$ cat config.mk
export PLATFORM = sky130hd
export DESIGN_NAME = bmrf_div
export DESIGN_NICKNAME = d
export VERILOG_FILES = /design/src/rtl/bmrf_pkg.sv /design/src/rtl/bmrf_div.sv
export SDC_FILE = /design/constraint.sdc
export NUM_CORES = 1
export LEC_CHECK = 0
export ABC_AREA = 1
export BUFFER_PORTS_ARGS = -buffer_cell sky130_fd_sc_hd__buf_2
export CAP_MARGIN = 30
export CELL_PAD_IN_SITES_DETAIL_PLACEMENT = 0
export CELL_PAD_IN_SITES_GLOBAL_PLACEMENT = 1
export CORE_AREA = 5 5 70 72
export DETAILED_ROUTE_END_ITERATION = 7
export DIE_AREA = 0 0 75 77
export MAX_ROUTING_LAYER = met4
export PLACE_DENSITY = 0.81
export SKIP_CTS_REPAIR_TIMING = 1
export SYNTH_ARGS = -nofsm -noshare
export SYNTH_HDL_FRONTEND = slang
export SYNTH_SLANG_ARGS = --single-unit
$ cat constraint.sdc
create_clock -name i_clk -period 4.21 [get_ports i_clk]
set_clock_uncertainty 0.05 [all_clocks]
set_input_delay 0.421 -clock i_clk [delete_from_list [all_inputs] [get_ports i_clk]]
set_output_delay 0.421 -clock i_clk [all_outputs]
set_load 0.01 [all_outputs]
$ cat src/rtl/bmrf_pkg.sv
// ----------------------------------------------------------------------------
// bmrf_pkg
// Shared constants, codes and types of the binary map rectangle finder.
// ----------------------------------------------------------------------------
`default_nettype none

package bmrf_pkg;

    // Map geometry
    localparam int MAX_ROWS = 64;
    localparam int MAX_COLS = 64;

    // Derived widths
    localparam int ROW_W   = $clog2(MAX_ROWS);              // row index
    localparam int COL_W   = $clog2(MAX_COLS);              // column index
    localparam int RCNT_W  = $clog2(MAX_ROWS + 1);          // row count / height
    localparam int CCNT_W  = $clog2(MAX_COLS + 1);          // column count / width
    localparam int ADDR_W  = ROW_W + COL_W;                 // map memory address
    localparam int POS_W   = $clog2(MAX_ROWS * MAX_COLS + 1); // raster position
    localparam int STEP_W  = $clog2(POS_W + 1);             // divider step count

    // Fixed field widths
    localparam int CFG_W   = 7;
    localparam int CAT_W   = 2;
    localparam int AREA_W  = 13;

    localparam logic [CFG_W-1:0] CFG_RESET = 7'd64;

    // Record kinds, also the record slot index
    typedef enum logic [CAT_W-1:0] {
        CAT_WIDEST  = 2'd0,
        CAT_TALLEST = 2'd1,
        CAT_AREA    = 2'd2
    } t_cat;

    // Configuration register indexes
    typedef enum logic {
        CFG_ROWS = 1'b0,
        CFG_COLS = 1'b1
    } t_cfg_idx;

    // One rectangle record
    typedef struct packed {
        logic [ROW_W-1:0]  top_row;
        logic [COL_W-1:0]  left_col;
        logic [CCNT_W-1:0] width;
        logic [RCNT_W-1:0] height;
        logic [AREA_W-1:0] area;
    } t_rec;

    // Map memory write request
    typedef struct packed {
        logic              en;
        logic [ADDR_W-1:0] addr;
        logic              data;
    } t_mem_wr;

    // Divider result and completion
    typedef struct packed {
        logic              done;
        logic [POS_W-1:0]  quo;
        logic [CCNT_W-1:0] rem;
    } t_div_res;

endpackage

`default_nettype wire

$ cat src/rtl/bmrf_div.sv
// ----------------------------------------------------------------------------
// bmrf_div
// Restoring divider, one quotient bit per cycle: splits a raster position
// into row and column under the current column count.
// ----------------------------------------------------------------------------
`default_nettype none

module bmrf_div (
    input  wire logic                        i_clk,
    input  wire logic                        i_rst_n,
    input  wire logic                        i_start,
    input  wire logic [bmrf_pkg::POS_W-1:0]  i_dividend,
    input  wire logic [bmrf_pkg::CCNT_W-1:0] i_divisor,
    output      bmrf_pkg::t_div_res          o_res
);

    logic                        r_busy;
    logic                        r_done;
    logic [bmrf_pkg::STEP_W-1:0] r_cnt;
    logic [bmrf_pkg::POS_W-1:0]  r_quo;
    logic [bmrf_pkg::CCNT_W-1:0] r_rem;

    logic [bmrf_pkg::CCNT_W:0]   trial;
    logic [bmrf_pkg::CCNT_W:0]   diff;
    logic                        ge;

    // Trial subtract of the divisor from the shifted partial remainder
    always_comb begin
        trial = {r_rem, r_quo[bmrf_pkg::POS_W-1]};
        ge    = (trial >= {1'b0, i_divisor});
        diff  = trial - {1'b0, i_divisor};
    end

    // Step sequencer
    always_ff @(posedge i_clk) begin
        if (!i_rst_n) begin
            r_busy <= 1'b0;
            r_done <= 1'b0;
            r_cnt  <= '0;
        end else begin
            r_done <= 1'b0;
            if (i_start) begin
                r_busy <= 1'b1;
                r_cnt  <= bmrf_pkg::STEP_W'(bmrf_pkg::POS_W);
                r_rem  <= '0;
                r_quo  <= i_dividend;
            end else if (r_busy) begin
                r_rem <= ge ? diff[bmrf_pkg::CCNT_W-1:0] : trial[bmrf_pkg::CCNT_W-1:0];
                r_quo <= {r_quo[bmrf_pkg::POS_W-2:0], ge};
                r_cnt <= r_cnt - 1'b1;
                if (r_cnt == bmrf_pkg::STEP_W'(1)) begin
                    r_busy <= 1'b0;
                    r_done <= 1'b1;
                end
            end
        end
    end

    assign o_res.done = r_done;
    assign o_res.quo  = r_quo;
    assign o_res.rem  = r_rem;

endmodule

`default_nettype wire

==> results of run 1 <==
-- worst min path at each step --
stage / to / slack, ns
floorplan: r_cnt[3]$_SDFFE_PN0N_ / 0.39
global placement: r_cnt[3]$_SDFFE_PN0N_ / 0.42
detailed placement: r_cnt[3]$_SDFFE_PN0N_ / 0.42
CTS: r_quo[5]$_DFFE_PP_ / 0.36
global route: r_cnt[2]$_SDFFE_PN0N_ / 0.37
finish: r_quo[5]$_DFFE_PP_ / 0.37
-- layer usage --
layer / GRT usage / up-vias
met2: 0.2012 / 38
met3: 0.007843 / 4
met5: - / -
met1: 0.1750 / 589
li1: - / 744
met4: 0.04804 / 0
-- registers in the layout, summed over array words and instances, names as in the netlist --
name,flops
r_busy,1
r_cnt,4
r_done,1
r_quo,13
r_rem,7
-- logic make-up (layout without fill, tap and decap cells) --
kind of cell / Yosys count / in the layout / synth area share
simple gates: 120 / 120 / 0.3079
buf+inv: 44 / 86 / 0.1060
flops: 26 / 26 / 0.4490
compound gates: 11 / 11 / 0.04365
fa+ha+maj: 10 / 10 / 0.08262
xor+xnor: 2 / 2 / 0.01091
-- final cells by class --
cell class / count / share of cell area
repair buffers: 44 / 0.1182
clock inverters: 1 / 0.01541
well taps: 52 / 0.03340
clock buffers: 3 / 0.02119
flip-flops and latches: 26 / 0.3699
inverters: 38 / 0.07322
multi-input cells: 143 / 0.3687
-- cells in the mapped netlist --
master / number
nand2_1: 75
inv_1: 37
nor2_1: 21
edfxtp_1: 20
nand3_1: 15
ha_1: 9
dfxtp_1: 6
clkbuf_1: 4
nand4_1: 4
o21ai_0: 4
a21oi_1: 3
nor3_1: 2
xnor2_1: 2
a211oi_1: 1
a21oi_4: 1
a31oi_1: 1
buf_2: 1
buf_4: 1
fa_1: 1
inv_2: 1
nand2_2: 1
nor2_4: 1
o21ai_1: 1
or2_1: 1
-- where the power goes --
group	switching, mW	internal, mW
Clock	0.0762	0.127
Sequential	0.0130	0.301
Combinational	0.102	0.0672
-- through the flow --
step | utilization | total power, mW | worst slack, ns
2_1_floorplan | - | 0.4384 | 2.110
3_3_place_gp | 0.4397 | 0.4898 | 1.806
3_5_place_dp | 0.4433 | 0.4932 | 2.003
4_1_cts | 0.4601 | 0.6974 | 2.171
5_1_grt | 0.4601 | 0.7355 | 2.006
6_report | 0.4601 | 0.6875 | 2.212
-- worst max-delay path, stage by stage (launching register included) --
cell and delay (ns):
edfxtp_1 0.35, inv_1 0.06, ha_1 0.21, fa_1 0.42, inv_1 0.09, nand2_1 0.05, nand2_1 0.08, nand2_1 0.07
nand2_1 0.06, nand2_1 0.15, nand3_1 0.11, nand2_1 0.05, nor2_1 0.13
==> results.json, run 1 <==
{
  "status": "finished clean",
  "wirelength_um": 3366,
  "relSlewSlack": 0.5541,
  "syn_nets": 246,
  "clock-sinks": 26,
  "synth_seq_cells": 26,
  "antenna_found_initial": 0,
  "cts-htree-levels": 1,
  "drv_slew": 0,
  "worstHoldPathCells": 3,
  "grt.total_usage": 0.1293,
  "wl_met1_um": 1604,
  "rsz0062_at_grt": "false",
  "cts.path.max_buffers": 2,
  "synth_top_cell_area_share": 0.3741,
  "final_common_cell": "nand2_1",
  "grt_max_degree": 25,
  "pwr_density_cell_nw_per_um2": 352.9,
  "hpwl_um": 2781,
  "yosys.area.top_type": "edfxtp_1",
  "synth_area_um2": 1605,
  "grt_overflow": 0,
  "drtIter0Drc": 48,
  "peakVddDrop_mv": 0.2033,
  "setup_viol": 0,
  "clk_latency_ns": 0.27,
  "initial_core_util": 0.3791,
  "numPortBuffers": 43,
  "cts_root_buffer": "clkbuf_8",
  "drtAntennaViolNets": 0,
  "placed_area_um2": 1877,
  "worst_pin_slew_ns": 0.6681,
  "cts_tree": "built",
  "multi_input_area_um2": 718.2,
  "endpoint": "r_rem[5]$_SDFFCE_PP0P_",
  "end_kind": "register",
  "cp.required_ns": 4.29,
  "ys_warn_count": 0,
  "leakage_nw": 1.031,
  "cap_violations": 0,
  "drive_gt1_frac": 0.2078,
  "hold_violations": 0,
  "ys_types": 24,
  "avgSynthCellArea_um2": 7.537,
  "numCtsBuffers": 3,
  "diodes": 0,
  "fmax_ghz": 0.5005,
  "final-seq-area_um2": 720.7,
  "timing.hold.worst.start": "i_dividend[5]",
  "die_w_um": 75,
  "synthCells": 213,
  "viasPerCell": 4.479,
  "min-delay-path-class": "primary input to register",
  "wl_met2_um": 1551,
  "die_area_um2": 5775,
  "synth.area.top_cells": "edfxtp_1, nand2_1, inv_1, dfxtp_1, ha_1",
  "hold-worst-slack_ns": 0.3670,
  "drtPass1Iterations": 4,
  "critPathLaunchType": "register",
  "ff2ff_setup_slack_ns": 2.21,
  "final_cell_mix": "nand2_1, buf_2, inv_1",
  "ys_seq_area_frac": 0.4489,
  "core-area_um2": 4234,
  "critPathKind": "register to register",
  "die_height_um": 77,
  "fill_cells": 445,
  "critPathMaxFanout": 7,
  "layout.nets": 289,
  "highest_layer": "met4",
  "met3_length_um": 157,
  "arrival_ns": 2.08,
  "num_rows": 24,
  "drc": 0,
  "first_global_vias": 1352,
  "grt_pass1_wl_um": 5830,
  "fin_crit_ns": 1.998,
  "r2r-start": "r_quo[12]$_DFFE_PP_",
  "fin_crit_sh": 0.4746,
  "io_pins": 44,
  "r2r_end": "r_rem[5]$_SDFFCE_PP0P_",
  "placedCellCount": 303,
  "clk_pin_slew_ns": 0.09,
  "vias": 1375,
  "finish.instance_area_um2": 1948,
  "fin_cells": 307,
  "fin_tns_setup_ns": 0,
  "r2r_cells": 12,
  "syn_to_final_growth_pct": 21.36,
  "place.gp.congestion": 0.7751,
  "avgRoutedWirePerCell_um": 10.96,
  "crit_start": "r_quo[12]$_DFFE_PP_"
}
(Power assumes the default switching activity.)
==> run 2, diff against run 1 <==
--- a/config.mk
+++ b/config.mk
@@ -10,11 +10,11 @@
 export CAP_MARGIN = 30
 export CELL_PAD_IN_SITES_DETAIL_PLACEMENT = 0
 export CELL_PAD_IN_SITES_GLOBAL_PLACEMENT = 1
-export CORE_AREA = 5 5 70 72
+export CORE_AREA = 5 5 76 78
 export DETAILED_ROUTE_END_ITERATION = 7
-export DIE_AREA = 0 0 75 77
+export DIE_AREA = 0 0 81 83
 export MAX_ROUTING_LAYER = met4
-export PLACE_DENSITY = 0.81
+export PLACE_DENSITY = 0.72
 export SKIP_CTS_REPAIR_TIMING = 1
 export SYNTH_ARGS = -nofsm -noshare
 export SYNTH_HDL_FRONTEND = slang
==> constraint.sdc (replaced) <==
create_clock -name i_clk -period 1.8 [get_ports i_clk]
set_clock_uncertainty 0.05 [all_clocks]
set_input_delay 0.18 -clock i_clk [delete_from_list [all_inputs] [get_ports i_clk]]
set_output_delay 0.18 -clock i_clk [all_outputs]
set_load 0.01 [all_outputs]
==> run 2 against run 1 <==
Hold slack got worse by 0.24 ns. Clock-buffer cell count increased by 1. Final area up 15%. Global-route usage shrank 1.6 points. First-iteration DRC count fell by 54%. Sequential share of layout area is 4.9 points lower. Register-to-register slack lost 2.2 ns. Fmax grew 13%. Clock power up 65%. Combinational power rose to 3.1 times the previous value. Critical path type unchanged. Highest routed layer unchanged.
==> results.json, run 2 (synthesized netlist as in run 1, its figures left out) <==
{
  "fin_ws_ns": 0.02912,
  "r2r_cells": 11,
  "status": "finished clean",
  "drv_slew": 0,
  "r2r-start": "r_quo[12]$_DFFE_PP_",
  "pre_cts_slack_ns": -0.05550,
  "worst_pin_slew_ns": 0.2622,
  "hold_violations": 0,
  "cts.path.max_buffers": 2,
  "drc": 0,
  "r2r_end": "r_rem[2]$_SDFFCE_PP0P_",
  "fin_crit_ns": 1.771,
  "drive_gt1_frac": 0.3514,
  "final-seq-area_um2": 720.7,
  "core-area_um2": 5010,
  "drtAntennaViolNets": 0,
  "num_rows": 26,
  "die_w_um": 81,
  "setup_viol": 0,
  "min-delay-path-class": "primary input to register",
  "final_cell_mix": "nand2_1, buf_2, inv_1",
  "rsz0062_at_grt": "true",
  "initial_core_util": 0.3204,
  "cts_root_buffer": "clkbuf_8",
  "hpwl_um": 2833,
  "arrival_ns": 1.75,
  "numCtsBuffers": 3,
  "grt_pass1_wl_um": 6009,
  "io_pins": 44,
  "crit_start": "r_quo[12]$_DFFE_PP_",
  "grt_overflow": 0,
  "die_area_um2": 6723,
  "power_mw": 1.603,
  "internal-power_mw": 1.108,
  "diodes": 0,
  "cts_tree": "built",
  "critPathKind": "register to register",
  "critPathMaxFanout": 8,
  "top_register": "r_quo",
  "largest_register_ffs": 13,
  "finish.instance_area_um2": 2247,
  "final_common_cell": "nand2_1",
  "clk_latency_ns": 0.27,
  "layout.nets": 310,
  "placed_area_um2": 2044,
  "p_sw_frac": 0.3085,
  "grt_max_degree": 24,
  "clock-sinks": 26,
  "vias": 1457,
  "cts-htree-levels": 1,
  "viasPerCell": 4.211,
  "multi_input_area_um2": 858.3,
  "die_height_um": 83,
  "fmax_ghz": 0.5647,
  "peakVddDrop_mv": 0.3281,
  "endpoint": "r_rem[2]$_SDFFCE_PP0P_",
  "antenna_found_initial": 0,
  "cp.required_ns": 1.78,
  "numPortBuffers": 43,
  "drtIter0Drc": 22,
  "netSwitchingPower_mw": 0.4945,
  "wirelength_um": 3725,
  "fin_crit_sh": 0.9838,
  "grt.total_usage": 0.1132,
  "fill_cells": 556,
  "end_kind": "register",
  "first_global_vias": 1377,
  "place.gp.congestion": 0.7673,
  "pwr_density_cell_nw_per_um2": 713.2,
  "avgRoutedWirePerCell_um": 10.77,
  "drtPass1Iterations": 4,
  "ff2ff_setup_slack_ns": 0.03,
  "critPathLaunchType": "register",
  "power_frac_comb": 0.331,
  "clk_pin_slew_ns": 0.09,
  "clkPwrFrac": 0.209,
  "relSlewSlack": 0.8252,
  "cap_violations": 0,
  "leakage_nw": 1.142,
  "top_regs": "r_quo: 13 flops, r_rem: 7 flops, r_cnt: 4 flops",
  "syn_to_final_growth_pct": 39.98,
  "share_seq_of_total_power": 0.460
}
## run 2: per-stage QoR
step           hold WS (ns)  TNS (ns)    util  std cells
3_5_place_dp         0.4058   -0.3067  0.4081        339
2_1_floorplan        0.2544         0       -        213
3_3_place_gp         0.4012  -0.03406  0.4081        339
6_report             0.1256         0  0.4486        346
5_1_grt              0.1183   -0.3458  0.4486        346
4_1_cts              0.1181   -0.3994  0.4171        343
## run 2: power by group through the flow
| stage | sequential, mW | clock, mW | combinational (mW) |
|---|---|---|---|
| after floorplan | 0.759 | 0 | 0.269 |
| after global placement | 0.747 | 0 | 0.467 |
| after detailed placement | 0.745 | 0 | 0.467 |
| after CTS | 0.733 | 0.351 | 0.469 |
| after global routing | 0.743 | 0.370 | 0.605 |
| final | 0.738 | 0.335 | 0.530 |
## run 2: layout make-up
cell class,count,share of cell area
repair buffers,65,0.1748
well taps,70,0.03898
flip-flops and latches,26,0.3207
multi-input cells,143,0.3820
inverters,38,0.06347
clock buffers,4,0.02004
## run 2: worst max-delay path, cell delays in order (launching register included)
cell	delay (ns)
edfxtp_1	0.37
inv_2	0.06
ha_4	0.16
fa_2	0.34
inv_2	0.07
nand2_2	0.04
nand2_2	0.07
nand3_2	0.08
nand2_2	0.08
nor2_4	0.07
nor2_2	0.11
nor2_1	0.05
## run 2: metal layers
layer	vias to the layer above	routed length (um)	global-route usage
met5	-	0	-
met3	4	200	0.02165
met1	627	1904	0.1561
met2	36	1589	0.1680
li1	790	-	-
met4	0	31	0.03226
## run 2: worst min path at each step
stage,cells after the start,to,slack (ns),startpoint
after global placement,3,r_quo[4]$_DFFE_PP_,0.40,i_dividend[4]
after CTS,3,r_quo[4]$_DFFE_PP_,0.12,i_dividend[4]
final,3,r_quo[4]$_DFFE_PP_,0.13,i_dividend[4]
after floorplan,2,r_cnt[2]$_SDFFE_PN0N_,0.25,i_rst_n
after global routing,3,r_quo[4]$_DFFE_PP_,0.12,i_dividend[4]
after detailed placement,3,r_cnt[2]$_SDFFE_PN0N_,0.41,i_rst_n
