$ cat config.mk
export PLATFORM = sky130hd
export DESIGN_NAME = bmrf_scan
export DESIGN_NICKNAME = d
export VERILOG_FILES = /design/src/rtl/bmrf_pkg.sv /design/src/rtl/bmrf_scan.sv
export SDC_FILE = /design/constraint.sdc
export NUM_CORES = 1
export LEC_CHECK = 0
export CAP_MARGIN = 20
export CORE_MARGIN = 2
export CORE_UTILIZATION = 40
export CTS_CLUSTER_DIAMETER = 100
export DETAILED_ROUTE_END_ITERATION = 16
export DONT_BUFFER_PORTS = 1
export PLACE_DENSITY = 0.64
export SLEW_MARGIN = 5
export SYNTH_ARGS = -nofsm -noshare
export SYNTH_HDL_FRONTEND = slang
export SYNTH_SLANG_ARGS = --single-unit
$ cat constraint.sdc
create_clock -name i_clk -period 5.7 [get_ports i_clk]
set_clock_uncertainty 0.2 [all_clocks]
set_input_delay 0.855 -clock i_clk [delete_from_list [all_inputs] [get_ports i_clk]]
set_output_delay 0.855 -clock i_clk [all_outputs]
set_load 0.01 [all_outputs]
$ cat src/rtl/bmrf_pkg.sv
// ----------------------------------------------------------------------------
// bmrf_pkg
// Shared constants, codes and types of the binary map rectangle finder.
// ----------------------------------------------------------------------------
`default_nettype none

package bmrf_pkg;

    // Map geometry
    localparam int MAX_ROWS = 64;
    localparam int MAX_COLS = 64;

    // Derived widths
    localparam int ROW_W   = $clog2(MAX_ROWS);              // row index
    localparam int COL_W   = $clog2(MAX_COLS);              // column index
    localparam int RCNT_W  = $clog2(MAX_ROWS + 1);          // row count / height
    localparam int CCNT_W  = $clog2(MAX_COLS + 1);          // column count / width
    localparam int ADDR_W  = ROW_W + COL_W;                 // map memory address
    localparam int POS_W   = $clog2(MAX_ROWS * MAX_COLS + 1); // raster position
    localparam int STEP_W  = $clog2(POS_W + 1);             // divider step count

    // Fixed field widths
    localparam int CFG_W   = 7;
    localparam int CAT_W   = 2;
    localparam int AREA_W  = 13;

    localparam logic [CFG_W-1:0] CFG_RESET = 7'd64;

    // Record kinds, also the record slot index
    typedef enum logic [CAT_W-1:0] {
        CAT_WIDEST  = 2'd0,
        CAT_TALLEST = 2'd1,
        CAT_AREA    = 2'd2
    } t_cat;

    // Configuration register indexes
    typedef enum logic {
        CFG_ROWS = 1'b0,
        CFG_COLS = 1'b1
    } t_cfg_idx;

    // One rectangle record
    typedef struct packed {
        logic [ROW_W-1:0]  top_row;
        logic [COL_W-1:0]  left_col;
        logic [CCNT_W-1:0] width;
        logic [RCNT_W-1:0] height;
        logic [AREA_W-1:0] area;
    } t_rec;

    // Map memory write request
    typedef struct packed {
        logic              en;
        logic [ADDR_W-1:0] addr;
        logic              data;
    } t_mem_wr;

    // Divider result and completion
    typedef struct packed {
        logic              done;
        logic [POS_W-1:0]  quo;
        logic [CCNT_W-1:0] rem;
    } t_div_res;

endpackage

`default_nettype wire

$ cat src/rtl/bmrf_scan.sv
// ----------------------------------------------------------------------------
// bmrf_scan
// Scan sequencer: walks the map in raster order through the single map read
// port, traces and clears each rectangle, and keeps the three records.
// ----------------------------------------------------------------------------
`default_nettype none

module bmrf_scan (
    input  wire logic                        i_clk,
    input  wire logic                        i_rst_n,
    input  wire logic                        i_start,
    input  wire logic [bmrf_pkg::RCNT_W-1:0] i_rows,
    input  wire logic [bmrf_pkg::CCNT_W-1:0] i_cols,
    input  wire logic                        i_rd_data,
    output      logic [bmrf_pkg::ADDR_W-1:0] o_rd_addr,
    output      bmrf_pkg::t_mem_wr           o_wr,
    output      logic                        o_done,
    output      bmrf_pkg::t_rec [2:0]        o_best
);

    typedef enum logic [3:0] {
        S_IDLE,
        S_CELL_RD,
        S_CELL_CK,
        S_WID_RD,
        S_WID_CK,
        S_HGT_START,
        S_HGT_RD,
        S_HGT_CK,
        S_CLR,
        S_AREA,
        S_REC,
        S_ADV,
        S_DONE
    } t_state;

    t_state                      r_state, n_state;
    logic [bmrf_pkg::RCNT_W-1:0] r_r,  n_r;     // scan row / top row
    logic [bmrf_pkg::CCNT_W-1:0] r_c,  n_c;     // scan column / left column
    logic [bmrf_pkg::CCNT_W-1:0] r_k,  n_k;     // walk column
    logic [bmrf_pkg::RCNT_W-1:0] r_rr, n_rr;    // walk row
    logic [bmrf_pkg::CCNT_W-1:0] r_w,  n_w;
    logic [bmrf_pkg::RCNT_W-1:0] r_h,  n_h;
    logic [bmrf_pkg::AREA_W-1:0] r_area, n_area;
    bmrf_pkg::t_rec [2:0]        r_best, n_best;

    logic [bmrf_pkg::RCNT_W+bmrf_pkg::CCNT_W-1:0] area_full;
    bmrf_pkg::t_rec                               cand;

    assign area_full = r_w * r_h;

    // Candidate record of the rectangle just traced
    always_comb begin
        cand.top_row  = r_r[bmrf_pkg::ROW_W-1:0];
        cand.left_col = r_c[bmrf_pkg::COL_W-1:0];
        cand.width    = r_w;
        cand.height   = r_h;
        cand.area     = r_area;
    end

    // Next state, memory port control
    always_comb begin
        n_state   = r_state;
        n_r       = r_r;
        n_c       = r_c;
        n_k       = r_k;
        n_rr      = r_rr;
        n_w       = r_w;
        n_h       = r_h;
        n_area    = r_area;
        n_best    = r_best;
        o_rd_addr = {r_r[bmrf_pkg::ROW_W-1:0], r_c[bmrf_pkg::COL_W-1:0]};
        o_wr.en   = 1'b0;
        o_wr.addr = {r_rr[bmrf_pkg::ROW_W-1:0], r_k[bmrf_pkg::COL_W-1:0]};
        o_wr.data = 1'b0;
        o_done    = 1'b0;

        unique case (r_state)
            S_IDLE: begin
            end
            S_CELL_RD: begin
                n_state = S_CELL_CK;
            end
            S_CELL_CK: begin
                if (i_rd_data) begin
                    n_k     = r_c;
                    n_w     = '0;
                    n_state = S_WID_RD;
                end else begin
                    n_state = S_ADV;
                end
            end
            // width: run of set cells along the top row, cleared as we go
            S_WID_RD: begin
                o_rd_addr = {r_r[bmrf_pkg::ROW_W-1:0], r_k[bmrf_pkg::COL_W-1:0]};
                n_state   = S_WID_CK;
            end
            S_WID_CK: begin
                if (i_rd_data) begin
                    o_wr.en   = 1'b1;
                    o_wr.addr = {r_r[bmrf_pkg::ROW_W-1:0], r_k[bmrf_pkg::COL_W-1:0]};
                    n_w       = r_w + 1'b1;
                    n_k       = r_k + 1'b1;
                    n_state   = ((r_k + 1'b1) < i_cols) ? S_WID_RD : S_HGT_START;
                end else begin
                    n_state = S_HGT_START;
                end
            end
            // height: rows below whose left-column cell is set
            S_HGT_START: begin
                n_h     = bmrf_pkg::RCNT_W'(1);
                n_rr    = r_r + 1'b1;
                n_state = ((r_r + 1'b1) < i_rows) ? S_HGT_RD : S_AREA;
            end
            S_HGT_RD: begin
                o_rd_addr = {r_rr[bmrf_pkg::ROW_W-1:0], r_c[bmrf_pkg::COL_W-1:0]};
                n_state   = S_HGT_CK;
            end
            S_HGT_CK: begin
                if (i_rd_data) begin
                    n_h     = r_h + 1'b1;
                    n_k     = r_c;
                    n_state = S_CLR;
                end else begin
                    n_state = S_AREA;
                end
            end
            // clear the rectangle's span in this row, one cell a cycle
            S_CLR: begin
                o_wr.en = 1'b1;
                if ((r_k + 1'b1) == (r_c + r_w)) begin
                    n_rr    = r_rr + 1'b1;
                    n_state = ((r_rr + 1'b1) < i_rows) ? S_HGT_RD : S_AREA;
                end else begin
                    n_k = r_k + 1'b1;
                end
            end
            S_AREA: begin
                n_area  = area_full[bmrf_pkg::AREA_W-1:0];
                n_state = S_REC;
            end
            // strictly greater replaces, ties keep the first
            S_REC: begin
                if (r_w > r_best[bmrf_pkg::CAT_WIDEST].width) begin
                    n_best[bmrf_pkg::CAT_WIDEST] = cand;
                end
                if (r_h > r_best[bmrf_pkg::CAT_TALLEST].height) begin
                    n_best[bmrf_pkg::CAT_TALLEST] = cand;
                end
                if (r_area > r_best[bmrf_pkg::CAT_AREA].area) begin
                    n_best[bmrf_pkg::CAT_AREA] = cand;
                end
                n_state = S_ADV;
            end
            S_ADV: begin
                if ((r_c + 1'b1) == i_cols) begin
                    n_c = '0;
                    if ((r_r + 1'b1) == i_rows) begin
                        n_state = S_DONE;
                    end else begin
                        n_r     = r_r + 1'b1;
                        n_state = S_CELL_RD;
                    end
                end else begin
                    n_c     = r_c + 1'b1;
                    n_state = S_CELL_RD;
                end
            end
            S_DONE: begin
                o_done  = 1'b1;
                n_state = S_IDLE;
            end
            default: begin
                n_state = S_IDLE;
            end
        endcase

        // a start restarts the scan with cleared records
        if (i_start) begin
            n_r     = '0;
            n_c     = '0;
            n_best  = '0;
            n_state = S_CELL_RD;
        end
    end

    // State and records
    always_ff @(posedge i_clk) begin
        if (!i_rst_n) begin
            r_state <= S_IDLE;
            r_r     <= '0;
            r_c     <= '0;
            r_best  <= '0;
        end else begin
            r_state <= n_state;
            r_r     <= n_r;
            r_c     <= n_c;
            r_best  <= n_best;
        end
        r_k    <= n_k;
        r_rr   <= n_rr;
        r_w    <= n_w;
        r_h    <= n_h;
        r_area <= n_area;
    end

    assign o_best = r_best;

    // Map writes only clear cells during tracing
    a_wr_state: assert property (@(posedge i_clk) disable iff (!i_rst_n)
        o_wr.en |-> (r_state == S_WID_CK || r_state == S_CLR))
        else $error("map write outside tracing");

    // Largest area never shrinks within a scan
    a_area_mono: assert property (@(posedge i_clk) disable iff (!i_rst_n)
        !i_start |=> r_best[bmrf_pkg::CAT_AREA].area >= $past(r_best[bmrf_pkg::CAT_AREA].area))
        else $error("area record decreased");

    // Done is a single-cycle pulse
    a_done_pulse: assert property (@(posedge i_clk) disable iff (!i_rst_n)
        o_done |=> !o_done)
        else $error("done held longer than one cycle");

endmodule

`default_nettype wire

==> key figures, run 1 <==
Run status
  – Status: completed

Clocking
  – TritonCTS clock tree: done
  – Cell at the root of the clock tree: sky130_fd_sc_hd__clkbuf_16
  – Buffer levels on the longest clock path: 2
  – Clock sink count: 176
  – Post-CTS Hold Buffers: 0
  – Cts bufs inserted: 17
  – Number of H-tree levels: 4
  – Insertion delay of the later-clocked pin in the worst-skew pair: 0.45 ns
  – Number of gates resized after cts: 0
  – Post-CTS Repair Setup Buffers: 0
  – Clk pin slew, worst setup/hold paths: 0.07 ns

Timing
  – Setup slack of the critical path after layout: 0.8545 ns
  – Period minus WS final: 4.845 ns
  – Final setup TNS: 0 ns
  – Transition time at the pin with the least slew margin: 0.9178 ns
  – Final worst path period share: 85.01%
  – Highest clock frequency the design can meet: 206.4 MHz
  – Setup violations, final: 0
  – Hold violation count in the final report: 0
  – Max-slew violation count: 0
  – Setup repair after global routing missed its margin: no
  – Remaining max-slew budget at the tightest pin: 38.34%

Synth
  – Post-synthesis area per instance: 8.686 um^2
  – Warnings from Yosys: 0
  – Number of flops mapped to enable cells by yosys: 41
  – Synth Register Bits: 176
  – Seq/Total Area, Yosys: 33.75%
  – Share of synthesized flip-flops with an asynchronous set or reset: 0%
  – Count of mapped cells out of synthesis: 1342
  – Number of distinct standard cells referenced by the synthesized netlist: 68
  – Top FF cell, synth: sky130_fd_sc_hd__dfxtp_1
  – Netlist area before placement: 11660 um^2
  – Syn_nets: 1476

Cells and area
  – N_diodes: 0
  – Number of nets in the finished design: 1421
  – Number of standard cells in the final layout excluding fillers: 1684
  – Layout cell share with drive strength beyond 1: 8.000%
  – Area added between synthesis and finish: 7.128%

Drt
  – Remaining design rule violation count: 0
  – Number of vias after detailed routing: 9267
  – Post-route ant nets: 0
  – Iteration count of the initial detailed-routing pass: 5
  – WL per Instance: 18.72 um
  – Starting DRT DRC Count: 637
  – Ratio of routed vias to standard cells: 5.503
  – Post-Route WL: 31.53 mm

Pwr
  – Static Leak: 5.224 nW
  – P per Cell Area: 202.4 nW/um^2
  – Maximum vdd drop: 0.2055 mV

Placement
  – DP Cell Count: 1652
  – Post-detailed-placement half-perimeter wirelength: 22.72 mm
  – Count of buffers inserted at the top-level ports: 0
  – Placer's final routability congestion estimate: 0.8683
  – Dpl ws: 0.8850 ns

Floorplanning
  – Die area: 30520 um^2
  – Die H: 174.7 um
  – Horizontal die dimension: 174.7 um
  – Core ar.: 28700 um^2
  – Initial Utilization: 40.61%
  – FP Rows: 62
  – Number of top-level design ports: 162

Global routing
  – GRT Overall Usage: 21.01%
  – Largest net degree at the start of global routing: 79
  – Initial antenna violation count: 0
  – Total congestion overflow: 0
  – Wire length of the first global-routing pass: 51.00 mm
  – Number of global-route vias before repair: 9146

Critical path
  – Type of element capturing the critical path: flop
  – Largest stage delay on the critical path: 0.58 ns
  – Largest driver fanout on the critical path: 12
  – Most frequent cell on the critical path: sky130_fd_sc_hd__fa_1
  – Worst Path Buf+Inv: 3
  – Critical-path cell with the highest stage delay: sky130_fd_sc_hd__edfxtp_1
  – Sort of element at the start of the critical path: flop
  – Critical path, cell by cell: nand2_1 > fa_1 > fa_1 > inv_1 > fa_1 > inv_1 > fa_1 > inv_1 > ha_1 > nor2b_1 > o21a_1 > o41ai_1 > o21ai_0 > xnor2_1
  – Required time at the worst-slack endpoint: 5.70 ns
  – Worst endpoint data arrival time: 4.84 ns
  – Critical path start-end classification: flop to flop
  – Top Family by Delay on Critical Path: adder cells

Hold path
  – Hold Path Class: flop to flop

Run
  – Max-cap viol count: 0
-- metal layers --
layer | vias up | global-route usage [%] | wire, um
li1 | 4505 | - | -
met1 | 4464 | 27.82 | 14380
met2 | 248 | 33.63 | 14370
met3 | 50 | 5.265 | 1969
met4 | 0 | 6.736 | 810
met5 | - | 0 | 0
-- worst register-to-register path, cell delays in order, from the launching register on --
cell and delay [ns]:
sky130_fd_sc_hd__edfxtp_1 0.58, sky130_fd_sc_hd__nand2_1 0.14, sky130_fd_sc_hd__fa_1 0.51, sky130_fd_sc_hd__fa_1 0.55
sky130_fd_sc_hd__inv_1 0.06, sky130_fd_sc_hd__fa_1 0.52, sky130_fd_sc_hd__inv_1 0.05, sky130_fd_sc_hd__fa_1 0.53
sky130_fd_sc_hd__inv_1 0.04, sky130_fd_sc_hd__ha_1 0.32, sky130_fd_sc_hd__nor2b_1 0.15, sky130_fd_sc_hd__o21a_1 0.19
sky130_fd_sc_hd__o41ai_1 0.40, sky130_fd_sc_hd__o21ai_0 0.20, sky130_fd_sc_hd__xnor2_1 0.15
-- where the power goes --
group | switching (mW) | leakage, nW | total, mW | internal [mW]
clock network | 0.566 | 0.291 | 1.20 | 0.638
logic | 0.0381 | 3.44 | 0.0532 | 0.0151
registers | 0.00190 | 1.50 | 1.27 | 1.27
total | 0.606 | 5.22 | 2.53 | 1.92
-- metrics by stage --
stage	util (%)	power, mW	hold slack, ns	area, um^2
3_5_place_dp	41.43	1.353	0.2933	11890
2_1_floorplan	-	1.341	0.2677	11660
6_report	43.50	2.528	0.3059	12490
4_1_cts	43.50	2.549	0.3092	12490
5_1_grt	43.50	2.610	0.3293	12490
3_3_place_gp	41.42	1.352	0.2869	11890
-- synth_stat cells (4+ instances only) --
cell type                  number  area (um^2)
sky130_fd_sc_hd__nand2b_1       4        25.02
sky130_fd_sc_hd__nand4_1        6        37.54
sky130_fd_sc_hd__o21ai_0       56        280.3
sky130_fd_sc_hd__nor3_1         4        20.02
sky130_fd_sc_hd__edfxtp_1      41         1231
sky130_fd_sc_hd__or4_1         42        315.3
sky130_fd_sc_hd__xnor2_1       33        289.0
sky130_fd_sc_hd__fa_1          24        480.5
sky130_fd_sc_hd__buf_2         12        60.06
sky130_fd_sc_hd__nand2_1      161        604.3
sky130_fd_sc_hd__a31oi_1        5        31.28
sky130_fd_sc_hd__nor2_1       164        615.6
sky130_fd_sc_hd__inv_1         70        262.8
sky130_fd_sc_hd__and2_1        37        231.5
sky130_fd_sc_hd__a21o_1        11        82.58
sky130_fd_sc_hd__ha_1          92         1151
sky130_fd_sc_hd__xor2_1        26        227.7
sky130_fd_sc_hd__a21oi_1       67        335.3
sky130_fd_sc_hd__and3_1         9        56.30
sky130_fd_sc_hd__o21a_1        14        105.1
sky130_fd_sc_hd__nor2b_1        8        50.05
sky130_fd_sc_hd__clkbuf_1      62        232.7
sky130_fd_sc_hd__buf_4         13        97.59
sky130_fd_sc_hd__dfxtp_1      135         2703
sky130_fd_sc_hd__mux2i_1       83        830.8
sky130_fd_sc_hd__mux2_2        29        326.6
sky130_fd_sc_hd__nand3_1       65        325.3
sky130_fd_sc_hd__buf_1          6        22.52
sky130_fd_sc_hd__buf_6          5        56.30
-- state kept, by name (all words and copies together), names as in the netlist --
name and flops:
r_w 7, o_best 117, r_state 4, r_r 7, r_rr 7, r_k 7
r_h 7, r_c 7, r_area 13
-- cells in the final DEF (no fill, tap or decap), drive strengths merged, types with 26 or more instances in the layout --
| cell type | instances |
|---|---|
| o21ai | 57 |
| ha | 92 |
| nand3 | 66 |
| a21oi | 69 |
| mux2i | 83 |
| nor2 | 164 |
| dfxtp | 135 |
| edfxtp | 41 |
| xnor2 | 33 |
| nand2 | 161 |
| mux2 | 29 |
| or4 | 42 |
| inv | 78 |
| and2 | 37 |
| xor2 | 26 |
-- logic make-up (layout without fill, tap and decap cells) --
group / count (synthesis) / count (layout) / share of synthesized area (%)
and+or+nand+nor: 518 / 518 / 20.99
AOI/OAI and AO/OA: 189 / 189 / 10.02
DFF: 176 / 176 / 33.75
buffers and inverters: 168 / 126 / 6.279
adders and majority gates: 116 / 116 / 14.00
muxes: 112 / 112 / 9.929
xor gates and xnor gates: 62 / 62 / 5.013
other: 1 / 1 / 0.03217
-- worst paths after layout --
path,start,slack (ns),to,cells past startpoint
worst min-delay path,o_best[1]$_SDFFE_PP0P_,0.31,o_best[1]$_SDFFE_PP0P_,2
worst max-delay path,r_h[5]$_SDFFCE_PN0P_,0.85,r_area[12]$_DFFE_PP_,14
worst min register to register,o_best[1]$_SDFFE_PP0P_,0.31,o_best[1]$_SDFFE_PP0P_,2
worst max register to register,r_h[5]$_SDFFCE_PN0P_,0.85,r_area[12]$_DFFE_PP_,14
-- layout make-up --
| cell class | instances | area, um^2 |
|---|---|---|
| multi-input cells | 998 | 7038 |
| clock buffers | 20 | 489.2 |
| inverters | 70 | 262.8 |
| repair buffers | 24 | 177.7 |
| well taps | 384 | 480.5 |
| flip-flops and latches | 176 | 3934 |
| fillers | 2856 | 16220 |
| clock inverters | 12 | 105.1 |
Note: power is estimated with default switching activity, not from simulation.
==> run 2, diff against run 1 <==
--- a/config.mk
+++ b/config.mk
@@ -13,5 +13,6 @@
 export DONT_BUFFER_PORTS = 1
 export PLACE_DENSITY = 0.64
-export SLEW_MARGIN = 5
+export REMOVE_ABC_BUFFERS = 1
+export SLEW_MARGIN = 20
 export SYNTH_ARGS = -nofsm -noshare
 export SYNTH_HDL_FRONTEND = slang
==> constraint.sdc (replaced) <==
create_clock -name i_clk -period 5.7 [get_ports i_clk]
set_clock_uncertainty 0.2 [all_clocks]
set_input_delay 1.14 -clock i_clk [delete_from_list [all_inputs] [get_ports i_clk]]
set_output_delay 1.14 -clock i_clk [all_outputs]
set_load 0.01 [all_outputs]
==> run 2 against run 1 <==
  * Total power grew 2.3%
  * Combinational power rose by 3%
  * Final cell count shrank 0.30%
  * Worst setup slack improved by 0.033 ns
  * Critical path depth unchanged
  * Largest power group unchanged
  * Critical path type unchanged
  * Sequential power is essentially flat
  * Global-route usage fell by 0.97 points
  * Count of clock-buffer cells in the layout shrank 1
  * First-iteration DRC count grew 0.31%
  * Via count decreased by 1.3%
==> key figures, run 2 (synthesized netlist as in run 1, its figures left out) <==
Run status
  – Status: completed

Placement
  – Placer's final routability congestion estimate: 0.8228 (-5.2%)
  – Count of buffers inserted at the top-level ports: 0 (unchanged)
  – Dpl ws: 0.8783 ns (-0.006685 ns)
  – Placed cell area: 11870 um^2 (-0.17%)
  – DP Cell Count: 1647 (-0.30%)
  – Post-detailed-placement half-perimeter wirelength: 21.40 mm (-5.8%)

Timing
  – Smallest hold slack: 0.3037 ns (-0.002230 ns)
  – Hold violation count in the final report: 0 (unchanged)
  – Final setup TNS: 0 ns (unchanged)
  – Highest clock frequency the design can meet: 207.8 MHz (+0.69%)
  – Setup slack of the critical path after layout: 0.8878 ns (+0.03330 ns)
  – Setup repair after global routing missed its margin: no
  – Setup violations, final: 0 (unchanged)
  – Transition time at the pin with the least slew margin: 0.9368 ns (+0.01895 ns)
  – Remaining max-slew budget at the tightest pin: 37.55% (-0.79 points)
  – Max-slew violation count: 0 (unchanged)
  – Final worst path period share: 84.42% (-0.58 points)
  – Period minus WS final: 4.812 ns (-0.03330 ns)

Drt
  – WL per Instance: 18.19 um (-2.8%)
  – Post-Route WL: 30.55 mm (-3.1%)
  – Starting DRT DRC Count: 639 (+0.31%)
  – Number of vias after detailed routing: 9144 (-1.3%)
  – Post-route ant nets: 0 (unchanged)
  – Ratio of routed vias to standard cells: 5.446 (-1.0%)
  – Remaining design rule violation count: 0 (unchanged)
  – Iteration count of the initial detailed-routing pass: 6 (+1)

Cells and area
  – Fillers: 2795 (-2.1%)
  – Layout cell share with drive strength beyond 1: 7.799% (-0.20 points)
  – Number of nets in the finished design: 1416 (-0.35%)
  – Register Area: 3934 um^2 (unchanged)
  – Flip-flop count of the largest register after layout: 117 (unchanged)
  – Final standard cell area without fillers: 12510 um^2 (+0.17%)
  – Area taken by multi-input logic gates: 7048 um^2 (+0.14%)
  – Final core utilization: 43.58% (+0.074 points)
  – Most common cell after layout, fill and taps aside: sky130_fd_sc_hd__nor2_1
  – Area added between synthesis and finish: 7.310%
  – N_diodes: 0 (unchanged)
  – Number of standard cells in the final layout excluding fillers: 1679 (-0.30%)
  – Highest-count cells in the layout ignoring fill and taps: 164 x sky130_fd_sc_hd__nor2_1, 161 x sky130_fd_sc_hd__nand2_1, 135 x sky130_fd_sc_hd__dfxtp_1

Pwr
  – P_int: 1.967 mW (+2.4%)
  – Net switching power: 0.6179 mW (+2.0%)
  – Sw Ratio: 23.90% (-0.068 points)
  – Fraction of power consumed by sequential logic: 49.2% (-1.1 points)
  – Combinational group share of total power: 2.1% (about the same)
  – P per Cell Area: 206.7 nW/um^2 (+2.1%)
  – Part of the total power dissipated in the clock network: 48.7% (+1.1 points)
  – Maximum vdd drop: 0.1865 mV (-9.2%)
  – Static Leak: 5.227 nW (about the same)
  – Overall power of the completed layout: 2.585 mW (+2.3%)

Clocking
  – Number of gates resized after cts: 0 (unchanged)
  – Clock sink count: 176 (unchanged)
  – Cell at the root of the clock tree: sky130_fd_sc_hd__clkbuf_16
  – Buffer levels on the longest clock path: 2 (unchanged)
  – Post-CTS Hold Buffers: 0 (unchanged)
  – Number of H-tree levels: 4 (unchanged)
  – Post-CTS Repair Setup Buffers: 0 (unchanged)
  – TritonCTS clock tree: done
  – Cts bufs inserted: 17 (unchanged)
  – Insertion delay of the later-clocked pin in the worst-skew pair: 0.44 ns (about the same)
  – Clk pin slew, worst setup/hold paths: 0.08 ns (about the same)

Critical path
  – Sort of element at the start of the critical path: flop
  – Register-to-register setup slack: 0.89 ns (+0.03 ns)
  – Critical-path cell with the highest stage delay: sky130_fd_sc_hd__edfxtp_1
  – Type of element capturing the critical path: flop
  – Largest driver fanout on the critical path: 11 (-1)
  – Most frequent cell on the critical path: sky130_fd_sc_hd__fa_1
  – Critical path, cell by cell: nand2_1 > fa_1 > fa_1 > inv_1 > fa_1 > inv_1 > fa_1 > inv_1 > ha_1 > nor2b_1 > o21a_1 > o41ai_1 > o21ai_0 > xnor2_1
  – Endpoint of the worst-slack reg-to-reg timing path: r_area[12]$_DFFE_PP_
  – Largest stage delay on the critical path: 0.57 ns (about the same)
  – Required time at the worst-slack endpoint: 5.68 ns (-0.02 ns)
  – Startpoint of the worst register-to-register path: r_h[6]$_SDFFCE_PN0P_
  – Worst endpoint data arrival time: 4.79 ns (-0.05 ns)
  – Worst r2r path cells: 14 (unchanged)
  – Critical path start-end classification: flop to flop

Floorplanning
  – Core ar.: 28700 um^2 (unchanged)
  – FP Rows: 62 (unchanged)
  – Horizontal die dimension: 174.7 um (unchanged)
  – Initial Utilization: 40.61% (unchanged)
  – Die area: 30520 um^2 (unchanged)
  – Die H: 174.7 um (unchanged)
  – Number of top-level design ports: 162 (unchanged)

Hold path
  – Hold Path Class: flop to flop
  – Number of cells on the worst hold path: 2 (unchanged)
  – Launch point of the worst hold path: o_best[12]$_SDFFE_PP0P_
  – End point of the worst hold path: o_best[12]$_SDFFE_PP0P_

Global routing
  – Largest net degree at the start of global routing: 83 (+5.1%)
  – GRT Overall Usage: 20.04% (-0.97 points)
  – Number of global-route vias before repair: 8831 (-3.4%)
  – Total congestion overflow: 0 (unchanged)
  – Wire length of the first global-routing pass: 48.94 mm (-4.0%)
  – Initial antenna violation count: 0 (unchanged)

Run
  – Max-cap viol count: 0 (unchanged)
run 2: cell types whose count changed in the layout (fill, tap and decap cells not counted):
cell                         change
sky130_fd_sc_hd__bufinv_16       +1
sky130_fd_sc_hd__buf_12          +1
sky130_fd_sc_hd__a211o_1         -1
sky130_fd_sc_hd__a221o_1         -1
sky130_fd_sc_hd__inv_8           +4
sky130_fd_sc_hd__a221o_2         +1
sky130_fd_sc_hd__a211o_4         +1
sky130_fd_sc_hd__buf_2           -1
sky130_fd_sc_hd__inv_4           -2
sky130_fd_sc_hd__clkinvlp_4      -2
sky130_fd_sc_hd__clkbuf_8        -1
sky130_fd_sc_hd__buf_4           -5
run 2: routing by layer:
metal | vias up | part of all wire (%) | GRT usage (%)
li1 | 4494 | - | -
met3 | 30 | 6.9 | 5.788
met4 | 0 | 1.5 | 5.451
met5 | - | 0 | 0
met1 | 4389 | 45 | 25.90
met2 | 231 | 47 | 32.72
run 2: cell type report:
| cell class | count | share of cell area (%) |
|---|---|---|
| clock inverter | 13 | 1.220 |
| clock buffer | 19 | 3.801 |
| sequential | 176 | 31.45 |
| tap | 384 | 3.841 |
| inverter | 70 | 2.101 |
| multi-input combinational | 998 | 56.35 |
| timing repair buffer | 19 | 1.240 |
run 2: worst max-delay path: cells and delay by family, from the launching register on:
| kind | cells | cell delay (ns) |
|---|---|---|
| AND/OR/NAND/NOR | 2 | 0.28 |
| XOR/XNOR | 1 | 0.15 |
| AO/OA/AOI/OAI | 3 | 0.79 |
| buffers and inverters | 3 | 0.14 |
| adder cells (fa/ha/maj) | 5 | 2.43 |
| flip-flops | 1 | 0.57 |
run 2: worst max path at each step:
stage | slack (ns) | depth (start not counted) | endpoint | start
floorplan | -0.34 | 8 | o_best[39]$_SDFFE_PP0P_ | r_h[1]$_SDFFCE_PN0P_
global route | 0.57 | 14 | r_area[12]$_DFFE_PP_ | r_h[6]$_SDFFCE_PN0P_
finish | 0.89 | 14 | r_area[12]$_DFFE_PP_ | r_h[6]$_SDFFCE_PN0P_
global placement | 0.96 | 14 | r_area[12]$_DFFE_PP_ | r_h[6]$_SDFFCE_PN0P_
detailed placement | 0.88 | 14 | r_area[12]$_DFFE_PP_ | r_h[5]$_SDFFCE_PN0P_
CTS | 0.87 | 14 | r_area[12]$_DFFE_PP_ | r_h[5]$_SDFFCE_PN0P_
run 2: power by group through the flow:
stage	Clock [mW]	Sequential [mW]	Combinational (mW)
floorplan	0	1.30	0.0378
global placement	0	1.30	0.0542
detailed placement	0	1.30	0.0549
CTS	1.28	1.27	0.0550
global route	1.33	1.27	0.0606
finish	1.26	1.27	0.0547
